## src/design/imh_ram.sv

```systemverilog
`default_nettype none
module imh_ram #(
   parameter int DEPTH = 256,
   parameter int WIDTH = 8
) (
   input  wire logic                     clock,
   input  wire logic                     wr_en,
   input  wire logic [$clog2(DEPTH)-1:0] wr_addr,
   input  wire logic [WIDTH-1:0]         wr_data,
   input  wire logic [$clog2(DEPTH)-1:0] rd_addr,
   output logic      [WIDTH-1:0]         rd_data
);
   logic [WIDTH-1:0] store_mem [DEPTH];

   always_ff @(posedge clock) begin
      rd_data <= store_mem[rd_addr];
      if (wr_en) begin
         store_mem[wr_addr] <= wr_data;
      end
   end
endmodule
`default_nettype wire

```

## config.mk

```make
export PLATFORM = sky130hd
export DESIGN_NAME = imh_ram
export DESIGN_NICKNAME = d
export VERILOG_FILES = /design/src/design/imh_ram.sv
export SDC_FILE = /design/constraint.sdc
export NUM_CORES = 2
export LEC_CHECK = 0
export ABC_AREA = 1
export BUFFER_PORTS_ARGS = -buffer_cell sky130_fd_sc_hd__buf_2
export CAP_MARGIN = 20
export CORE_MARGIN = 5
export CORE_UTILIZATION = 48
export CTS_CLUSTER_DIAMETER = 60
export CTS_CLUSTER_SIZE = 20
export DETAILED_ROUTE_END_ITERATION = 6
export PLACE_DENSITY = 0.65
export SLEW_MARGIN = 20
export SYNTH_ARGS = -nofsm -noshare
export SYNTH_HDL_FRONTEND = slang
export SYNTH_SLANG_ARGS = --single-unit
```

## constraint.sdc

```tcl
create_clock -name clock -period 1.7 [get_ports clock]
set_input_delay 0.34 -clock clock [delete_from_list [all_inputs] [get_ports clock]]
set_output_delay 0.34 -clock clock [all_outputs]
set_load 0.01 [all_outputs]
```

==> run metrics <==
fmax 0.596 GHz; synth unique cells 14; Layout Skew 0.0402 ns; syn_area_per_cell about 12 um^2; top sig layer met5; grt total ovfl 0; status finished clean; post-synthesis compound-gate area fraction 0; fill cell count approximately 14000; hold path start rd_addr[6]; antenna violations before repair 12; num rows between 150 and 200; Die Area between 0.15 and 0.2 mm^2; CTS Buf Count 143; post-synth top area cell edfxtp_1; number of remaining DRC errors 0; Fin Hold WS roughly 0.19 ns; non-filler cells, final between 9000 and 10000; post-synthesis sequential area ratio 0.739; Worst path depth 1; Reg2Reg Depth 11; Worst Tran Pin Value 0.594 ns; #FFs+latches synth about 2100; Final Hold Fails 0; register area just over 0.06 mm^2; initial drt markers between 7000 and 8000; Bufs and invs on worst path 1; Setup TNS 0 ns; mux contribution to synthesized area 0; Final WS setup 0.0226 ns; hold crit path type in2reg; CP max stage cell dfxtp_4; Port Buf Inserts 33; Ys Warns 0; worst r2r src store_mem[255][0]; CP Launch Type flop; Tmin final 1.68 ns; area occupied by multi-input gates 0.0195 mm^2; WL met2 around 110000 um; largest net degree at the start of global routing 88; Crit. End Element output port; CP delay by family, top flip-flops; HPWL after detailed placement around 150000 um; metal3 WL 23100 um; adder-cell share of the synthesized area 0; chip height around 430 um; max_cap viols 0; post-route ant nets 0; area fraction of the dominant cell type after synthesis 0.737; ordered list of cells on the worst path buf_6; Starting Density 0.481; CP Max Fanout 1; clock sinks 2056; nets@finish 7508; Arrival @ worst endpoint between 1 and 1.5 ns; Worst Hold Path Cells 5; Worst R2R End rd_data[0]; total power 99.8 mW; Die Width about 430 um; number of global-route vias before repair 54300; WL/cell around 24 um; post-synthesis simple-gate area fraction 0.229; clock root cell clkbuf_16; Setup CP Type reg2out; Worst-path clk slew approximately 0.08 ns; routed vias/inst roughly 5.7; placed insts a little under 10000; Area growth syn-to-layout 17.3%; routed length on met1 between 90000 and 100000 um; Skew-Pair Late Insertion Delay between 0.7 and 0.8 ns; pre-CTS WS -0.962 ns; Reg2Reg Setup Slack 0.04 ns; GRT Total Usage 0.258; worst path required time 1.36 ns; Synth Instances 7003; Hold EP rd_data[2]; WL final between 200000 and 250000 um; Longest Clk Path Bufs 3; Post-Syn Area about 0.083 mm^2; Slew Limit Fails 0; Synth area leaders edfxtp_1, nand3_1, nand2_1, buf_2, nor2_1; RSZ-0062 raised after global routing yes; # setup viols final 0; first-pass GRT wire length 351000 um; pwr/cell area 1020 mW/mm^2; CTS tree yes; vias about 57000; Period Utilization, post-route 0.987; Leak approximately 35 nW; share of layout cells above drive strength 1 0.146; routability congestion estimate a little over 0.9; worst stage delay on the critical path between 0.4 and 0.5 ns; Synth Area in XOR/XNOR 0; I/O pin cnt 34; Max IR drop VDD just over 0.001 V; Rel. slew slack 0.604; core area ~0.17 mm^2; syn_nets 7029; H-tree levels 4; 1st-pass router iterations 6; largest family of logic cells by synthesized area simple AND/OR/NAND/NOR gates
## cell usage after synthesis, drive strengths merged
library cell  number
buf              371
clkbuf           112
dfxtp              8
edfxtp          2048
inv               39
nand2           2123
nand3           2019
nor2             283
## cell usage in the layout, fill, tap and decap left out, drive strengths merged
cell	count
nand3	2019
clkinv	43
bufinv	13
inv	57
dlygate4sd3	9
dfxtp	8
nand2	2123
buf	803
nor2	283
edfxtp	2048
clkinvlp	10
bufbuf	1
diode	4
clkbuf	164
## per-stage QoR
| step | util | cell area (um^2) |
|---|---|---|
| 3_3_place_gp | 0.532 | 92300 |
| 4_1_cts | 0.561 | 97400 |
| 3_5_place_dp | 0.532 | 92300 |
| 6_report | 0.564 | 97800 |
| 2_1_floorplan | - | 83400 |
| 5_1_grt | 0.564 | 97800 |
## flip-flops by register name, indices dropped and copies added, names as in the netlist
signal and count:
store_mem 2048, rd_data 8
## area by class of cell
type / instances / share of cell area
Inverter: 39 / 0.00194
Clock buffer: 161 / 0.0389
Timing Repair Buffer: 816 / 0.0898
Antenna cell: 4 / 0.000102
Sequential cell: 2056 / 0.630
Clock inverter: 83 / 0.00971
Multi-Input combinational cell: 4425 / 0.199
Timing Repair inverter: 1 / 0.0000895
Tap cell: 2325 / 0.0297
## cell families after synthesis
kind of cell / Yosys count
simple gates: 4425
buf+inv: 522
flops: 2056
## how the worst max path moves through the flow
stage | start | to | slack [ns]
after global placement | rd_addr[0] | rd_data[3] | -0.92
after CTS | rd_data[0] | rd_data[0] | -0.05
final | rd_data[0] | rd_data[0] | 0.02
after detailed placement | rd_addr[0] | rd_data[5] | -0.96
after floorplan | wr_en | store_mem[162][0] | -0.13
after global routing | rd_data[0] | rd_data[0] | -0.04
## routing by layer
metal | vias up | track usage
li1 | 25800 | -
met5 | - | 0
met1 | 27700 | 0.366
met4 | 8 | 0.0894
met3 | 431 | 0.0446
met2 | 2946 | 0.405
## repair_timing
action / in CTS / in global routing
hold buffers: 8 / 1
setup endpoints to repair: 15 / 10
setup buffers: 0 / 7
gates cloned: 2 / 3
resized for setup: 38 / 60
endpoints found under the hold margin: 88 / 1
pin swaps: 0 / 2
## where the power goes
part | switching, mW | internal (mW)
clock | 17.6 | 18.4
combinational | 5.27 | 2.61
sequential | 0.0846 | 55.8
total | 22.9 | 76.8
Note: power is estimated with default switching activity, not from simulation.
